[config.mk]
export PLATFORM = sky130hd
export DESIGN_NAME = modular_arithmetic_unit
export DESIGN_NICKNAME = d
export VERILOG_FILES = /design/src/hw/rtl/mau_pkg.sv /design/src/hw/rtl/mau_mulmod.sv /design/src/hw/rtl/modular_arithmetic_unit.sv
export SDC_FILE = /design/constraint.sdc
export NUM_CORES = 2
export LEC_CHECK = 0
export ABC_AREA = 1
export BUFFER_PORTS_ARGS = -buffer_cell sky130_fd_sc_hd__buf_2
export CAP_MARGIN = 15
export CORE_UTILIZATION = 58
export DETAILED_ROUTE_END_ITERATION = 10
export PLACE_DENSITY = 0.78
export SLEW_MARGIN = 20
export SYNTH_ARGS = -nofsm -noshare
export SYNTH_HDL_FRONTEND = slang
export SYNTH_SLANG_ARGS = --single-unit
[constraint.sdc]
create_clock -name clk -period 9.5 [get_ports clk]
set_clock_uncertainty 0.1 [all_clocks]
set_input_delay 0 -clock clk [delete_from_list [all_inputs] [get_ports clk]]
set_output_delay 0 -clock clk [all_outputs]
set_load 0.05 [all_outputs]
[src/hw/rtl/mau_pkg.sv]
// Types and constants shared by the modular arithmetic unit.
// Residue arithmetic is modulo the prime 1000000007.
// No dependencies.
`timescale 1ns / 1ps

package mau_pkg;

    localparam logic [29:0] MOD_P      = 30'd1000000007;
    localparam logic [31:0] MOD_P_X2   = 32'd2000000014;
    localparam logic [30:0] FERMAT_EXP = 31'd1000000005;

    // Barrett factor floor(2^60 / MOD_P)
    localparam logic [63:0] MU_FULL    = (64'd1 << 60) / 64'd1000000007;
    localparam logic [30:0] BARRETT_MU = MU_FULL[30:0];

    typedef logic [29:0] residue_t;

    typedef enum logic [2:0] {
        OP_ADD = 3'd0,
        OP_SUB = 3'd1,
        OP_MUL = 3'd2,
        OP_POW = 3'd3,
        OP_DIV = 3'd4
    } opcode_t;

    typedef struct packed {
        opcode_t     opcode;
        logic [29:0] operand_a;
        logic [29:0] operand_b;
        logic [30:0] exponent;
    } mau_in_t;

    typedef struct packed {
        logic [29:0] value;
        logic        is_equal;
        logic        is_less;
    } mau_out_t;

    typedef struct packed {
        logic     start;
        residue_t x;
        residue_t y;
    } mm_req_t;

    typedef struct packed {
        logic     done;
        residue_t value;
    } mm_rsp_t;

    typedef enum logic [2:0] {
        MM_IDLE,
        MM_EST,
        MM_QP,
        MM_SUB,
        MM_FIX
    } mm_state_t;

    typedef enum logic [2:0] {
        CS_IDLE,
        CS_DISPATCH,
        CS_LOOP,
        CS_WAIT_ACC,
        CS_WAIT_SQ,
        CS_WAIT_FIN,
        CS_DONE
    } ctl_state_t;

endpackage

[src/hw/rtl/mau_mulmod.sv]
// Modular multiplier: one 32x32 multiplier shared over the product,
// the Barrett quotient estimate and the quotient times modulus.
// Depends on mau_pkg.
`timescale 1ns / 1ps

module mau_mulmod
    import mau_pkg::*;
(
    input  logic    clk,
    input  logic    rst_n,
    input  mm_req_t req,
    output mm_rsp_t rsp
);

    mm_state_t   state_reg, state_next;
    logic [59:0] prod_reg;
    logic [30:0] q_reg;
    logic [31:0] qp_reg;
    logic [31:0] r_reg;

    logic [31:0] mul_x;
    logic [31:0] mul_y;
    logic [63:0] mul_p;

    always_comb
    begin
        mul_x = {2'b00, req.x};
        mul_y = {2'b00, req.y};
        case (state_reg)
            MM_EST:
            begin
                mul_x = {1'b0, prod_reg[59:29]};
                mul_y = {1'b0, BARRETT_MU};
            end
            MM_QP:
            begin
                mul_x = {1'b0, q_reg};
                mul_y = {2'b00, MOD_P};
            end
            default:
            begin
                mul_x = {2'b00, req.x};
                mul_y = {2'b00, req.y};
            end
        endcase
    end

    assign mul_p = mul_x * mul_y;

    always_comb
    begin
        state_next = state_reg;
        case (state_reg)
            MM_IDLE:  state_next = MM_IDLE;
            MM_EST:   state_next = MM_QP;
            MM_QP:    state_next = MM_SUB;
            MM_SUB:   state_next = MM_FIX;
            MM_FIX:   state_next = MM_IDLE;
            default:  state_next = MM_IDLE;
        endcase
        // a new request restarts the sequence from any phase
        if (req.start)
        begin
            state_next = MM_EST;
        end
    end

    always_ff @(posedge clk or negedge rst_n)
    begin
        if (!rst_n)
        begin
            state_reg <= MM_IDLE;
        end
        else
        begin
            state_reg <= state_next;
        end
    end

    always_ff @(posedge clk)
    begin
        if (req.start)
        begin
            prod_reg <= mul_p[59:0];
        end
        if (state_reg == MM_EST)
        begin
            q_reg <= mul_p[61:31];
        end
        if (state_reg == MM_QP)
        begin
            qp_reg <= mul_p[31:0];
        end
        if (state_reg == MM_SUB)
        begin
            // the estimate is short by at most two, so the remainder fits 32 bits
            r_reg <= prod_reg[31:0] - qp_reg;
        end
    end

    always_comb
    begin
        rsp.done = (state_reg == MM_FIX);
        if (r_reg >= MOD_P_X2)
        begin
            rsp.value = 30'(r_reg - MOD_P_X2);
        end
        else if (r_reg >= {2'b00, MOD_P})
        begin
            rsp.value = 30'(r_reg - {2'b00, MOD_P});
        end
        else
        begin
            rsp.value = r_reg[29:0];
        end
    end

endmodule

[src/hw/rtl/modular_arithmetic_unit.sv]
// Top level of the modular arithmetic unit: command sequencer, add and
// subtract logic, square-and-multiply control and the result register.
// Depends on mau_pkg and mau_mulmod.
//
//   channel  direction  payload    handshake
//   cmd      in         mau_in_t   cmd_valid / cmd_stall
//   res      out        mau_out_t  res_valid / res_stall
//
// Add, subtract and unused opcodes finish without the multiplier; multiply,
// divide and power are paced by the shared multiplier, power by the bit length
// and the set bits of the exponent, and a zero exponent takes no multiplication.
// One command is in work at a time; cmd_stall is high from accept until the
// result is registered at the output. Reset clears the sequencer and res_valid.
`timescale 1ns / 1ps

module modular_arithmetic_unit
    import mau_pkg::*;
(
    input  logic     clk,
    input  logic     rst_n,
    input  logic     cmd_valid,
    output logic     cmd_stall,
    input  mau_in_t  cmd,
    output logic     res_valid,
    input  logic     res_stall,
    output mau_out_t res
);

    ctl_state_t  state_reg, state_next;
    opcode_t     op_reg;
    residue_t    a_reg;
    residue_t    b_reg;
    residue_t    acc_reg, acc_next;
    residue_t    sq_reg, sq_next;
    residue_t    value_reg, value_next;
    logic [30:0] exp_reg, exp_next;
    logic        eq_reg;
    logic        lt_reg;
    logic        out_valid_reg;
    mau_out_t    out_reg;

    logic        accept;
    logic        load_out;
    residue_t    a_red;
    residue_t    b_red;
    logic [30:0] sum;
    mm_req_t     mm_req;
    mm_rsp_t     mm_rsp;

    mau_mulmod u_mulmod (
        .clk   (clk),
        .rst_n (rst_n),
        .req   (mm_req),
        .rsp   (mm_rsp)
    );

    assign cmd_stall = (state_reg != CS_IDLE);
    assign accept    = cmd_valid && !cmd_stall;
    assign load_out  = (state_reg == CS_DONE) && (!out_valid_reg || !res_stall);

    // fields are below 2*MOD_P, so one subtraction reduces them
    assign a_red = (cmd.operand_a >= MOD_P) ? (cmd.operand_a - MOD_P) : cmd.operand_a;
    assign b_red = (cmd.operand_b >= MOD_P) ? (cmd.operand_b - MOD_P) : cmd.operand_b;

    assign sum = (op_reg == OP_ADD) ? ({1'b0, a_reg} + {1'b0, b_reg})
                                    : ({1'b0, a_reg} + {1'b0, MOD_P - b_reg});

    always_comb
    begin
        state_next = state_reg;
        acc_next   = acc_reg;
        sq_next    = sq_reg;
        exp_next   = exp_reg;
        value_next = value_reg;
        mm_req     = '{start: 1'b0, x: acc_reg, y: sq_reg};
        case (state_reg)
            CS_IDLE:
            begin
                if (accept)
                begin
                    state_next = CS_DISPATCH;
                    acc_next   = 30'd1;
                    if (cmd.opcode == OP_DIV)
                    begin
                        sq_next  = b_red;
                        exp_next = FERMAT_EXP;
                    end
                    else
                    begin
                        sq_next  = a_red;
                        exp_next = cmd.exponent;
                    end
                end
            end
            CS_DISPATCH:
            begin
                case (op_reg)
                    OP_ADD, OP_SUB:
                    begin
                        value_next = (sum >= {1'b0, MOD_P}) ? 30'(sum - {1'b0, MOD_P})
                                                            : sum[29:0];
                        state_next = CS_DONE;
                    end
                    OP_MUL:
                    begin
                        mm_req     = '{start: 1'b1, x: a_reg, y: b_reg};
                        state_next = CS_WAIT_FIN;
                    end
                    OP_POW, OP_DIV:
                    begin
                        state_next = CS_LOOP;
                    end
                    default:
                    begin
                        value_next = '0;
                        state_next = CS_DONE;
                    end
                endcase
            end
            CS_LOOP:
            begin
                if (exp_reg == '0)
                begin
                    value_next = acc_reg;
                    if (op_reg == OP_DIV)
                    begin
                        mm_req     = '{start: 1'b1, x: acc_reg, y: a_reg};
                        state_next = CS_WAIT_FIN;
                    end
                    else
                    begin
                        state_next = CS_DONE;
                    end
                end
                else if (exp_reg[0])
                begin
                    mm_req     = '{start: 1'b1, x: acc_reg, y: sq_reg};
                    state_next = CS_WAIT_ACC;
                end
                else
                begin
                    mm_req     = '{start: 1'b1, x: sq_reg, y: sq_reg};
                    state_next = CS_WAIT_SQ;
                end
            end
            CS_WAIT_ACC:
            begin
                if (mm_rsp.done)
                begin
                    acc_next = mm_rsp.value;
                    if (exp_reg[30:1] == '0)
                    begin
                        // last set bit: drop the final squaring
                        exp_next   = '0;
                        state_next = CS_LOOP;
                    end
                    else
                    begin
                        mm_req     = '{start: 1'b1, x: sq_reg, y: sq_reg};
                        state_next = CS_WAIT_SQ;
                    end
                end
            end
            CS_WAIT_SQ:
            begin
                if (mm_rsp.done)
                begin
                    sq_next    = mm_rsp.value;
                    exp_next   = {1'b0, exp_reg[30:1]};
                    state_next = CS_LOOP;
                end
            end
            CS_WAIT_FIN:
            begin
                if (mm_rsp.done)
                begin
                    value_next = mm_rsp.value;
                    state_next = CS_DONE;
                end
            end
            CS_DONE:
            begin
                if (load_out)
                begin
                    state_next = CS_IDLE;
                end
            end
            default:
            begin
                state_next = CS_IDLE;
            end
        endcase
    end

    always_ff @(posedge clk or negedge rst_n)
    begin
        if (!rst_n)
        begin
            state_reg     <= CS_IDLE;
            out_valid_reg <= 1'b0;
        end
        else
        begin
            state_reg     <= state_next;
            out_valid_reg <= load_out || (out_valid_reg && res_stall);
        end
    end

    always_ff @(posedge clk)
    begin
        acc_reg   <= acc_next;
        sq_reg    <= sq_next;
        exp_reg   <= exp_next;
        value_reg <= value_next;
        if (accept)
        begin
            op_reg <= cmd.opcode;
            a_reg  <= a_red;
            b_reg  <= b_red;
            // flags compare the raw fields
            eq_reg <= (cmd.operand_a == cmd.operand_b);
            lt_reg <= (cmd.operand_a < cmd.operand_b);
        end
        if (load_out)
        begin
            out_reg <= '{value: value_reg, is_equal: eq_reg, is_less: lt_reg};
        end
    end

    assign res_valid = out_valid_reg;
    assign res       = out_reg;

endmodule
Word-level counts from Yosys, hierarchy flattened
Cells that the tools add are included. Widths: inputs -> output; s select.

Flip-flop bits (word level): 380. Bits of input ports: 98. Output and inout port bits: 34. Word-level logic and storage cells: 127.

$add $sub $neg: 9. Multiply operators: 1. $lt $le $gt $ge: 6. Eq/ne operators: 24. Multiplexer cells: 43. Reductions and logical operators: 25.

Operators with widths (count): $mux 61 (5); $mux 30 (10); $mux 31 (6); $pmux 61 s3 (1); $pmux 30 s2 (3); $sub 30x30->30 const B (5); $pmux 31 s2 (2); $pmux 31 s3 (1); $pmux 30 s3 (1); $add 30x30->31 (2); $mul 31x31->62 (1); $ge 30x30->1 const B (2); $mux 60 (1); $ge 32x30->1 const B (1); $ge 32x31->1 const B (1); $sub 32x32->32 (1); $ge 31x30->1 const B (1); $logic_not 31->1 (1); $eq 30x30->1 (1); $logic_not 30->1 (1); $lt 30x30->1 (1); $sub 30x30->30 const A (1); $mux 3 (9); $pmux 3 s7 (1); other kinds (18) (49).

Logic depth before layout (Yosys ltp)
Word-level depth: 7. Mapped depth: 47. Depth with buffers taken out: 45.

Cells and area by module
Synthesis repeated with hierarchy kept, for this count alone.

Cells, all modules: 8019. Area, all modules: 60145.2 µm².

Modules (own cells, without submodules): mau_mulmod (times used 1, cells each 5642, area an instance 42858.6 µm²); modular_arithmetic_unit (times used 1, cells each 2377, area an instance 17286.6 µm²).

Worst setup path before layout
Ideal clock, no wire load.

Path kind: register to register. Start: register u_mulmod.state_reg[2]. End: register u_mulmod.prod_reg[59], data pin. Library setup time: 269 ps. Data arrival time: 8786 ps. Required time: 9131 ps. Path slack: 345 ps. Cell stages (with the launch flop): 34. Path through: dfrtp_1 -> nor3_1 -> clkbuf_1 -> buf_1 -> nand2_1 -> nand3_1 -> clkbuf_1 -> clkbuf_1 -> nand3_1 -> fa_1 -> inv_1 -> fa_1 -> inv_1 -> fa_1 -> fa_1 -> inv_1 -> fa_1 -> fa_1 -> fa_1 -> inv_1 -> fa_1 -> inv_1 -> ha_1 -> nand2_1 -> nor2_1 -> nand2_1 -> nor3_1 -> nand3_1 -> nand3_1 -> nand2_1 -> o211ai_1 -> a21oi_1 -> o21ai_0 -> xor2_1.

Cells in the longest elaborated chain, start to end: 5. Elaborated cells between the ends (all ways): 8. Classes of those cells: mul: 1; eq/ne: 3; mux: 4.

Ends and longest elaborated chain: from (decl) (line mau_mulmod.sv:15) `mm_state_t state_reg, state_next;`; from (signal assigned) (line mau_mulmod.sv:76) `state_reg <= state_next;`; $eq 3x3->1 (line mau_mulmod.sv:103) `rsp.done = (state_reg == MM_FIX);`; $mux 61 (line modular_arithmetic_unit.sv:148) `if (mm_rsp.done)`; $pmux 61 s3 (line modular_arithmetic_unit.sv:76) `case (state_reg)`; $pmux 31 s2 (line mau_mulmod.sv:29) `case (state_reg)`; $mul 31x31->62 * (line mau_mulmod.sv:48) `assign mul_p = mul_x * mul_y;`; named net u_mulmod.mul_p[59] (line mau_mulmod.sv:23) `logic [63:0] mul_p;`; to (signal assigned) (line mau_mulmod.sv:84) `prod_reg <= mul_p[59:0];`; to (decl) (line mau_mulmod.sv:16) `logic [59:0] prod_reg;`.

The timed path passes the listed nets; every way through them passes the cells marked *. A chain may end at the register's enable or synchronous reset.

Worst setup path after layout
Start: register exp_reg[6]. End: register u_mulmod.prod_reg[56], data pin.

Cells in the longest elaborated chain, start to end: 6. Elaborated cells between the ends (all ways): 9. Classes of those cells: mul: 1; mux: 6; reduce/logical: 2.

Ends and longest elaborated chain: from (decl) (line modular_arithmetic_unit.sv:36) `logic [30:0] exp_reg, exp_next;`; from (signal assigned) (line modular_arithmetic_unit.sv:213) `exp_reg <= exp_next;`; $logic_not 30->1 (line modular_arithmetic_unit.sv:151) `if (exp_reg[30:1] == '0)`; $mux 61 (line modular_arithmetic_unit.sv:151); $mux 61 (line modular_arithmetic_unit.sv:148); $pmux 61 s3 * (line modular_arithmetic_unit.sv:76); $pmux 31 s2 (line mau_mulmod.sv:29); $mul 31x31->62 * (line mau_mulmod.sv:48); named net u_mulmod.mul_p[56] (line mau_mulmod.sv:23).

Marked as above.

==> results.txt <==
The synthesized area divided by synthesized cell count is 8.017 um^2. From synthesis to final layout, the design area changed by 15.84%. The classification of the worst setup path is reg2reg. The number of max-cap violations came out at 0.

The number of sinks on the clock net is 380. The largest buffer count on any clock path is 3. For this run, the slowest stage of the critical path takes 0.59 ns. The floorplan step defined a die boundary enclosing 99810 um^2. The data required time of the worst path is 9.75 ns. The number of primary I/O pins is between 100 and 150. The design draws roughly 3.9 mW. The number of routed nets with antenna violations is 0.

The count of placed standard cells including taps came out at 8694. The slew at the pin closest to its max-slew limit is ~1.3 ns. The count of input and output buffers came out at 131. The total congestion overflow is 0.

The post-synthesis cell area came out at 57160 um^2. The arrival time at the worst endpoint is 9.66 ns. The cell occurring most often along the worst timing path is fa_1. The H-tree generated during clock tree synthesis spans 2 levels. The share of flip-flops with an asynchronous set or reset after synthesis came out at under 10%.

The synthesized netlist cell count came out at 7130. The clock edge transition at the registers on the reported setup and hold paths came out at about 0.06 ns. The sequential-to-total area share from yosys stat came out at 19.90%.

The end-of-flow core utilization came out at 68.17%. The wire length per cell after detailed routing is 24.57 um. The pin count of the biggest net entering global routing is about 80.

Cells with a size suffix above 1 make up 12.18% of the layout. Along the worst path, the maximum fanout reaches 10. The post-synthesis cell type with the largest combined area is fa_1. The startpoint class of the critical path is a register. The layout filler cell count is ~8000. The number of standard cells in the layout, taps in and fillers out came out at 8959. The global-route usage over all layers came out at between 40% and 50%. The floorplan has 114 rows.

The most used flip-flop cell after synthesis is edfxtp_1. The clock period minus final worst setup slack is 9.412 ns. The internal power summed over all cells is slightly below 3 mW.

The source-to-sink clock delay at the later pin of the worst-skew pair came out at 0.61 ns. The switching power as a share of total power came out at ~25%. The vertical die dimension came out at 315.9 um. The power density over cell area is 58.60 nW/um^2. The maximum frequency from static timing analysis is 106.2 MHz.

The static leakage power is ~33 nW. TritonCTS created 43 clock buffers. The initial antenna violation count is 8. The worst-case vdd ir drop is 0.1017 mV. In this run, the number of DRC markers left after iteration 0 of detailed routing was 7033. The register with the most flip-flops in the layout has 60 of them. The via count of the first global-routing pass came out at 52410. The number of storage elements in the synthesis netlist is 380. Ranked by instance count, the synthesized netlist is headed by nand2_1 (1423), inv_1 (1410), fa_1 (839). The number of search-and-repair iterations in the first detailed-routing pass is 8. The root buffer cell chosen for the clock tree is clkbuf_16. The count of yosys warnings during synthesis came out at 0. The synthesized design contains 373 enable-type register cells.

The share of the clock period used by the worst path is 99.08%. The number of nets in the final layout came out at just under 9000. TritonCTS built the clock tree.

The number of failing hold endpoints at the final stage came to 0. The final weighted congestion of routability-driven global placement is between 1 and 1.5. Setup repair after global routing could not meet its margin everywhere. The HPWL after detailed placement is 177400 um. The type of the most critical hold path is in2reg. nand2_1 is the most common cell in the netlist. The run finished with clean final reports. The combinational share of power is 9.8%.

The remaining max-slew budget at the tightest pin came out at about 8.7%. The number of vias after detailed routing came out at 53640. The slowest stage of the critical path belongs to the cell fa_1. The core box area came out at between 90000 and 100000 um^2. The register-to-register setup slack came out at approximately 0.088 ns.

The detail-routed via count per cell came out at 5.988. Yosys attributes the largest share of cell area to fa_1 (29%), edfxtp_1 (20%), nand2_1 (9.3%). The net load switching power came out at 0.9792 mW. The number of DRC violations after detailed routing is 0. The clock power share is a little over two fifths.

The fraction of post-synthesis cell area in the top cell type by area came out at 29.38%. The floorplan die width came out at 315.9 um. The nature of the critical path endpoint is a register. The worst slack on hold paths came out at 0.01657 ns.

The final layout contains routed wiring with a total length of 220200 um. The number of setup violations in the final report came out at 0. The effective utilization at floorplan is 58.85%. The first global-routing pass estimated about 320000 um of wire. The part of the total power dissipated in sequential elements came out at 47.3%. The number of different library cells used by synthesis comes to 59. The count of pins over their slew limit is 0.
layout make-up:
| class | instances | area (um^2) | share of cell area (%) |
|---|---|---|---|
| Antenna cell | 5 | 12.51 | 0.01890 |
| Multi-Input combinational cell | 5048 | 40020 | 60.45 |
| Clock buffer | 53 | 1135 | 1.714 |
| Inverter | 1454 | 5504 | 8.312 |
| Sequential cell | 380 | 11380 | 17.18 |
| Tap cell | 1276 | 1597 | 2.411 |
| Timing Repair inverter | 1 | 5.005 | 0.007558 |
| Clock inverter | 26 | 221.5 | 0.3345 |
| Timing Repair Buffer | 716 | 6341 | 9.576 |
power by group through the flow:
stage / Clock [mW] / Combinational [mW] / Sequential [mW]
global route: 1.73 / 0.406 / 1.83
global placement: 0 / 0.301 / 1.87
finish: 1.67 / 0.380 / 1.83
CTS: 1.67 / 0.356 / 1.83
detailed placement: 0 / 0.304 / 1.87
floorplan: 0 / 0.173 / 1.87
metrics by stage:
| step | setup TNS (ns) | area [um^2] | worst slack [ns] |
|---|---|---|---|
| floorplan | 0 | 57170 | 0.3451 |
| global placement | -0.5315 | 62140 | -0.08531 |
| detailed placement | -1.140 | 62140 | -0.2188 |
| CTS | 0 | 64930 | 0.02483 |
| global route | -2.074 | 66200 | -0.1292 |
| finish | 0 | 66220 | 0.08771 |
worst max-delay path: cells and delay by family, from the launching register on:
kind	cells	cell delay, ns
flip-flops	1	0.43
AND/OR/NAND/NOR	8	1.07
AO/OA/AOI/OAI	8	1.19
adder cells (fa/ha/maj)	9	4.39
XOR/XNOR	1	0.09
buffers and inverters	17	1.82
kinds of logic after synthesis:
family / after synthesis / share of synthesized area (%)
buffers and inverters: 1706 / 11.52
AOI/OAI and AO/OA: 731 / 7.322
DFF: 380 / 19.90
and+or+nand+nor: 2926 / 21.17
xor gates and xnor gates: 191 / 2.927
adders and majority gates: 1192 / 37.11
other: 2 / 0.01314
muxes: 2 / 0.03502
routing by layer:
layer	vias to the layer above	GRT usage [%]	wire length [um]	part of all wire [%]
met5	-	0	44	0.020
met4	6	27.47	16750	7.6
met3	822	11.37	28190	13
met2	3691	64.93	93790	43
met1	25910	58.07	81380	37
li1	23210	-	-	-
cell usage in the layout, fill, tap and decap left out, drive strengths merged, types with 4 or more instances in the layout:
master       Yosys  layout
a221oi          27      27
o2111ai          8       8
nand3          482     482
a21boi          13      13
and3             5       5
conb             2       6
dlygate4sd3      0     136
clkinvlp         0      13
o21bai           9       9
o31ai            4       4
nand2         1436    1436
nand4           71      71
xnor2           43      43
edfxtp         373     373
inv           1441    1438
clkinv          13      28
a22oi           21      21
o211ai          14      14
a21oi          263     263
nand3b           8       8
ha             353     353
xor2           148     148
a21o             6       6
o21a            17      17
clkbuf         139      57
nor3            50      50
diode            0       5
nor2           843     843
o221ai          10      10
o22ai           10      10
o21ai          290     290
dfrtp            7       7
and2             5       5
fa             839     839
or2             10      10
a31oi           29      29
buf            113     576
nor4            13      13
final timing paths:
path | startpoint | end | depth (start not counted)
worst max-delay path | exp_reg[6] | u_mulmod.prod_reg[56] | 43
worst min-delay path | cmd[82] | a_reg[21] | 3
worst max register to register | exp_reg[6] | u_mulmod.prod_reg[56] | 43
worst min register to register | value_reg[11] | res[13] | 0
max in group asynchronous | rst_n | u_mulmod.state_reg[1] | 3
min in group asynchronous | rst_n | res_valid | 3
repair_timing:
action / in CTS / in global routing
hold buffers: 136 / 0
gates resized for setup: 7 / 249
endpoints found under the hold margin: 149 / 0
endpoints found under the setup margin: 18 / 61
pin swaps: 0 / 50
cloned: 0 / 6
buffers inserted: 3 / 34
Note: power is estimated with default switching activity, not from simulation.
